==> src/trmce_ram.sv <==
module trmce_ram #(
   parameter int unsigned WIDTH = 32,
   parameter int unsigned DEPTH = 16
) (
   input  logic                     clock,
   input  logic                     wr_en,
   input  logic [$clog2(DEPTH)-1:0] wr_addr,
   input  logic [WIDTH-1:0]         wr_data,
   input  logic                     rd_en,
   input  logic [$clog2(DEPTH)-1:0] rd_addr,
   output logic [WIDTH-1:0]         rd_data
);

   logic [WIDTH-1:0] mem_ff [DEPTH];
   logic [WIDTH-1:0] rd_data_ff;

   // One write port and one registered read port; a read of the address
   // written in the same cycle returns the old word.
   always_ff @(posedge clock) begin
      if (wr_en) begin
         mem_ff[wr_addr] <= wr_data;
      end
      if (rd_en) begin
         rd_data_ff <= mem_ff[rd_addr];
      end
   end

   assign rd_data = rd_data_ff;

endmodule

==> config.mk <==
export PLATFORM = sky130hd
export DESIGN_NAME = trmce_ram
export DESIGN_NICKNAME = d
export VERILOG_FILES = /design/src/trmce_ram.sv
export SDC_FILE = /design/constraint.sdc
export NUM_CORES = 1
export LEC_CHECK = 0
export BUFFER_PORTS_ARGS = -buffer_cell sky130_fd_sc_hd__buf_2
export CORE_UTILIZATION = 25
export CTS_CLUSTER_SIZE = 20
export DETAILED_ROUTE_END_ITERATION = 8
export PLACE_DENSITY_LB_ADDON = 0.05
export SKIP_LAST_GASP = 1
export SLEW_MARGIN = 20
export SYNTH_ARGS = -nofsm -noshare
export SYNTH_HDL_FRONTEND = slang
export SYNTH_SLANG_ARGS = --single-unit
==> constraint.sdc <==
create_clock -name clock -period 10.2 [get_ports clock]
set_input_delay 0.51 -clock clock [delete_from_list [all_inputs] [get_ports clock]]
set_output_delay 0.51 -clock clock [all_outputs]
set_load 0.01 [all_outputs]
## Yosys cells after proc, flatten, opt, wreduce, memory -nomap -nowiden

Memory sizes are Yosys's and may differ from the RTL's. A register that Yosys moved wholly into a read port is not among the register bits.
Index checks and enable logic that the tools add are counted.

| operators by class | value |
|---|---|
| multiplexer cells | 2 |

Operators with widths:

| operator | number |
|---|---|
| $mux W1 | 2 |

| word-level totals | value |
|---|---|
| register bits after elaboration | 0 |
| memory bits (writable) | 512 |
| input port bits | 43 |
| output and inout bits | 32 |
| word-level logic and storage cells | 3 |
| memories kept | 1 |

Memories:

| memory | depth | width | rd ports | clocked after Yosys merged registers in | wr ports | line | RTL |
|---|---|---|---|---|---|---|---|
| mem_ff | 16 | 32 | 1 | 1 | 1 | 14 | `logic [WIDTH-1:0] mem_ff [DEPTH];` |

## Depth between registers and ports, before layout

Gate-level depths: netlist of run 1.

| depth | value |
|---|---|
| word-level depth | 2 |
| depth in mapped cells | 5 |

## Least setup slack after synthesis of run 1

No wires, ideal clock.

| timing | value |
|---|---|
| path kind | input-to-reg |
| start point | input wr_addr[2] |
| end point | memory mem_ff[0][0], enable pin |
| library setup time | 0.461 ns |
| data arrival time | 3.228 ns |
| path slack | 6.510 ns |
| stages | 2 |
| cells stage by stage | or3b_2 nor3_1 |

RTL lines:

| element | line | RTL |
|---|---|---|
| start, declared | 7 | `input logic [$clog2(DEPTH)-1:0] wr_addr,` |
| end, declared | 14 |  |

Straight into the memory's write port.

==> flow_metrics.tcl, run 1 <==
set metrics [dict create \
    portBuffers 74 \
    dp.cells 1943 \
    first_pass_iters 4 \
    synth_top_cells_by_area "edfxtp_1 81%, mux4_2 14%, a22oi_1 2.4%" \
    grt_start_max_net_pins 74 \
    synth_edf_count 544 \
    drtAntennaViolNets 0 \
    postSynthCellCount 838 \
    synth_top_family_by_area "multiplexers" \
    hold_buffers 0 \
    r2r_cells 3 \
    ys_types 17 \
    boundaryPins 75 \
    wire_per_inst_um 26.39 \
    critPathMaxFanout 57 \
    drive_gt1_share_pct 32.84 \
    use_met1_pct 18.94 \
    r2r_slack_ns 8.64 \
    hold_depth 1 \
    total_leakage_power_nw 7.471 \
    synth-simple-area-share_pct 1.253 \
    syn_area_um2 20170 \
    grt_pass1_wl_mm 76.99 \
    p_per_area_nw_per_um2 206.1 \
    synth_compound_area_share_pct 2.382 \
    vias 9113 \
    drv_slew 0 \
    yosys.area.top_type "edfxtp_1" \
    hold_violations 0 \
    drc 0 \
    gp_congestion 0.6321 \
    antenna_found_initial 2 \
    reg2reg_from "mem_ff[3][5]" \
    muxShareOfSynthArea_pct 14.29 \
    initial_core_util_pct 25.41 \
    fin_crit_sh_pct 32.04 \
    final_cells 2055 \
    path_class "input port to flip-flop" \
    clock_latency_ns 0.58 \
    period_needed_ns 3.268 \
    cp-end-kind "flip-flop" \
    synth_fa_ha_area_share_pct 0 \
    cts.reportedPaths.clkPinSlew_ns 0.06 \
    cts_buffer_depth 3 \
    skew_ns 0.01453 \
    ys_seq_elements 544 \
    grt_pass1_vias 10013 \
    coreArea_um2 79390 \
    dieArea_um2 81840 \
    postCtsSetupRepairBufs 0 \
    yosys-top-cells-count "544 x edfxtp_1, 128 x mux4_2, 64 x a22oi_1, 33 x nand2_1, 17 x clkbuf_1" \
    overflow 0 \
    grt_usage_pct 13.48 \
    cp-start-kind "input port" \
    htree_levels 3 \
    fp.dieH_um 286.1 \
    avgViaCountPerCell 4.435 \
    setup_violations 0 \
    root_buffer "clkbuf_16" \
    num_rows 103 \
    relSlewSlack_pct 36.05 \
    arrival_ns 3.59 \
    cp.required_ns 10.53 \
    worst_pin_slew_ns 0.9592 \
    cts_resized 0 \
    met2_usage_pct 21.07 \
    synth_seq_area_share_pct 80.97 \
    r2r-end "rd_data[5]" \
    top_usage_layer "met2" \
    synth_xor_xnor_area_share_pct 0 \
    synth-main-ff-cell "edfxtp_1" \
    post-synth-top-count-cell "edfxtp_1" \
    ys_warn_count 0 \
    routed_wirelength_mm 54.24 \
    cts_buffers 67 \
    hpwl_mm 23.81 \
    syn_avg_cell_area_um2 24.07 \
    fin_util_pct 30.16 \
    area_growth_pct 18.68 \
    status "completed" \
    tritoncts "yes" \
    rsz0062_at_grt "no" \
    clock.fmax_mhz 306.0 \
    setup_tns_ns 0 \
    drv_cap 0 \
    async_flop_share_pct 0 \
    drt_iter0_markers 643 \
    hold_start "wr_data[25]" \
    numClockSinks 544 \
    finalNetCount 1005 \
    n_antenna_cell 0 \
    grt_use_met3_pct 2.528 \
    hold_class "input port to flip-flop" \
    synth_top_area_share_pct 80.97 \
    synth_nets 881 \
    ir_drop_v 0.0001226 \
    fp.dieW_um 286.1 \
    min_to "mem_ff[10][25]" \
]
[stage by stage]
| step | setup slack, ns | hold slack, ns | cell area (um^2) | total power, mW |
|---|---|---|---|---|
| final | 6.932 | 0.3083 | 23940 | 4.935 |
| after global routing | 6.560 | 0.2930 | 23940 | 5.127 |
| after CTS | 6.750 | 0.2645 | 23940 | 5.034 |
| after detailed placement | 6.113 | 0.7366 | 21970 | 2.818 |
| after global placement | 6.158 | 0.7360 | 21970 | 2.818 |
| after floorplan | 6.510 | 0.6089 | 20170 | 2.702 |
[report_power, final]
part / switching (mW) / internal (mW)
sequential: 0.0133 / 2.52
clock: 0.893 / 1.28
combinational: 0.142 / 0.0856
[how the worst max path moves through the flow]
stage | slack (ns) | startpoint | endpoint | cells after the start
global placement | 6.16 | rd_addr[0] | rd_data[18] | 6
CTS | 6.75 | rd_addr[0] | rd_data[14] | 6
floorplan | 6.51 | wr_addr[2] | mem_ff[0][0] | 2
detailed placement | 6.11 | rd_addr[0] | rd_data[18] | 6
global route | 6.56 | rd_addr[0] | rd_data[13] | 6
finish | 6.93 | rd_addr[0] | rd_data[13] | 6
[state kept, by name, indices dropped and copies added (netlist names)]
name / count
rd_data: 32
mem_ff: 512
[routing by layer]
layer,vias up,part of all wire [%]
li1,3855,-
met1,4970,46
met2,220,47
met3,66,5.1
met4,2,1.9
met5,-,0.024
[cell families (layout without fill, tap and decap cells)]
logic type / Yosys count / count (layout)
multiplexers: 128 / 128
AND/OR/NAND/NOR: 59 / 59
AO/OA/AOI/OAI: 64 / 64
flip-flops: 544 / 544
buffers and inverters: 43 / 210
[worst max-delay path, stage by stage]
cell and delay, ns:
buf_8 0.52, buf_4 0.76, buf_4 0.74, mux4_2 0.61, a22oi_1 0.19, nand2_1 0.08
[layout make-up]
type | instances | area (um^2)
Clock buffer | 84 | 1826
Clock inverter | 28 | 151.4
Fill cell | 7730 | 55440
Multi-Input combinational cell | 251 | 3750
Sequential cell | 544 | 16340
Tap cell | 1050 | 1314
Timing Repair Buffer | 98 | 566.8
[cell usage in the layout, fill, tap and decap left out]
cell	count
inv_6	1
a22oi_1	64
buf_2	72
nor2_4	13
clkinv_1	16
nor2b_4	2
nand3b_1	2
clkbuf_1	13
mux4_2	128
clkinv_2	9
or3b_2	1
buf_6	1
nand2b_1	2
buf_8	1
nand2_1	33
clkinvlp_4	1
buf_4	24
nor3_2	4
bufinv_16	1
clkbuf_16	71
and2_2	1
edfxtp_1	544
nand3_1	1
(Power assumes the default switching activity.)
==> inputs of run 2 (changes only) <==
ABC_AREA = 1   (was not set)
clock period = 2.94 ns   (was 10.2 ns; I/O delays follow)
==> flow_metrics.tcl, run 2 <==
set metrics [dict create \
    synth_top_area_share_pct 70.87 \
    postSynthCellCount 2120 \
    root_buffer "clkbuf_16" \
    cp-end-kind "flip-flop" \
    async_flop_share_pct 0 \
    tritoncts "yes" \
    gp_congestion 0.7173 \
    grt_use_met3_pct 2.634 \
    antenna_found_initial 7 \
    worst_pin_slew_ns 1.103 \
    worst_slack_ns 1.466 \
    hold_class "input port to flip-flop" \
    registers.top_by_ff_count "mem_ff" \
    drv_slew 0 \
    overflow 0 \
    yosys.area.top_type "edfxtp_1" \
    met2_usage_pct 25.81 \
    path_class "input port to flip-flop" \
    synth-main-ff-cell "edfxtp_1" \
    postCtsSetupRepairBufs 0 \
    coreArea_um2 91520 \
    cts_buffers 69 \
    critPathMaxFanout 85 \
    yosys-top-cells-count "677 x nand2_1, 544 x edfxtp_1, 388 x inv_1, 385 x nand3_1, 41 x buf_2" \
    vias 14692 \
    cts_buffer_depth 3 \
    grt_pass1_wl_mm 105.9 \
    arrival_ns 1.82 \
    place_ws_ns 0.8374 \
    drt_iter0_markers 843 \
    post-synth-top-count-cell "nand2_1" \
    mostFrequentLayoutCell "nand2_1" \
    skew_ns 0.01765 \
    ys_types 14 \
    numClockSinks 544 \
    use_met1_pct 20.92 \
    routed_wirelength_mm 71.68 \
    syn_area_um2 23050 \
    top_usage_layer "met2" \
    synth_top_cells_by_area "edfxtp_1 71%, nand2_1 11%, nand3_1 8.4%" \
    hpwl_mm 39.63 \
    clock.fmax_mhz 678.7 \
    cts.reportedPaths.clkPinSlew_ns 0.06 \
    drive_gt1_share_pct 9.869 \
    clock_latency_ns 0.60 \
    synth_edf_count 544 \
    finalNetCount 2278 \
    grt_start_max_net_pins 120 \
    total_leakage_power_nw 11.23 \
    hold_violations 0 \
    ys_warn_count 0 \
    setup_tns_ns 0 \
    wire_per_inst_um 20.61 \
    num_rows 111 \
    drtAntennaViolNets 0 \
    area_growth_pct 18.29 \
    drc 0 \
    ys_seq_elements 544 \
    design_power_total_mw 17.87 \
    grt_pass1_vias 15214 \
    status "completed" \
    period_needed_ns 1.474 \
    largest_register_ff_count 512 \
    drv_cap 0 \
    p_per_area_nw_per_um2 655.4 \
    final_cell_mix "677 x nand2_1, 544 x edfxtp_1, 386 x inv_1, 385 x nand3_1" \
    fp.dieW_um 305.7 \
    synth_nets 2163 \
    first_pass_iters 4 \
    grt_usage_pct 15.59 \
    rsz0062_at_grt "no" \
    r2r_slack_ns 1.57 \
    cp.required_ns 3.29 \
    ir_drop_v 0.0003333 \
    avgViaCountPerCell 4.225 \
    dieArea_um2 93420 \
    synth_seq_area_share_pct 70.87 \
    boundaryPins 75 \
    portBuffers 74 \
    fin_crit_sh_pct 50.12 \
    initial_core_util_pct 25.19 \
    fp.dieH_um 305.7 \
    cp-start-kind "input port" \
    setup_violations 0 \
    relSlewSlack_pct 26.44 \
    syn_avg_cell_area_um2 10.87 \
    htree_levels 3 \
]
-- run 2: changes by cell type in the layout (fill, tap and decap cells not counted), sizes merged, moves of 19 or more --
cell | before | now
a22oi | 64 | 0
buf | 98 | 117
dlygate4sd3 | 0 | 31
inv | 1 | 394
mux4 | 128 | 0
nand2 | 33 | 677
nand3 | 1 | 385
-- run 2: cell type report --
class	count	area [um^2]
Clock inverter	31	211.5
Tap cell	1186	1484
Fill cell	9433	64260
Timing Repair Buffer	149	1225
Inverter	390	1475
Clock buffer	95	1867
Sequential cell	544	16340
Antenna cell	1	2.502
Multi-Input combinational cell	1081	4667
-- run 2: worst max-delay path, stage by stage --
cell and delay (ns):
clkbuf_8 0.18, inv_8 0.42, buf_12 0.36, nand2_1 0.09, nand3_1 0.07, nand3_1 0.14
nand3_1 0.20, nand2_1 0.09
-- run 2: kinds of logic (layout without fill, tap and decap cells) --
group | after synthesis | after routing | synth area share [%]
flip-flops | 544 | 544 | 70.87
buffers and inverters | 495 | 665 | 9.407
other | 0 | 1 | 0
AND/OR/NAND/NOR | 1081 | 1081 | 19.73
-- run 2: metrics by stage --
stage / area [um^2] / hold WS [ns] / cells / util [%]
floorplan: 23050 / 0.2459 / 2120 / -
global placement: 24880 / 0.5625 / 3319 / 27.18
detailed placement: 24880 / 0.5617 / 3319 / 27.18
CTS: 27260 / 0.006876 / 3476 / 29.79
global route: 27260 / 0.01861 / 3476 / 29.79
finish: 27270 / 0.02831 / 3477 / 29.79
-- run 2: final timing paths --
kind,cells after the start,endpoint,start
worst max-delay path,8,rd_data[23],rd_addr[0]
worst min-delay path,1,mem_ff[15][21],wr_data[21]
worst max register to register,6,rd_data[21],mem_ff[1][21]
worst min register to register,6,rd_data[7],mem_ff[4][7]
-- run 2: power by group --
| group | total (mW) | leakage [nW] | switching [mW] | internal [mW] |
|---|---|---|---|---|
| clock network | 7.95 | 1.01 | 3.33 | 4.62 |
| registers | 8.79 | 4.94 | 0.0491 | 8.74 |
| logic | 1.13 | 5.28 | 0.818 | 0.311 |
-- run 2: layer usage --
metal  up-vias  wire length [um]
met1      7239             33190
met3        99              2742
met2       227             34130
met5         -                18
met4         4              1590
li1       7123                 -
-- run 2: what timing repair did --
action / CTS / global route
resized for setup: 0 / 0
endpoints found under the hold margin: 496 / 0
hold buffers: 31 / 0
endpoints found under the setup margin: 0 / 0
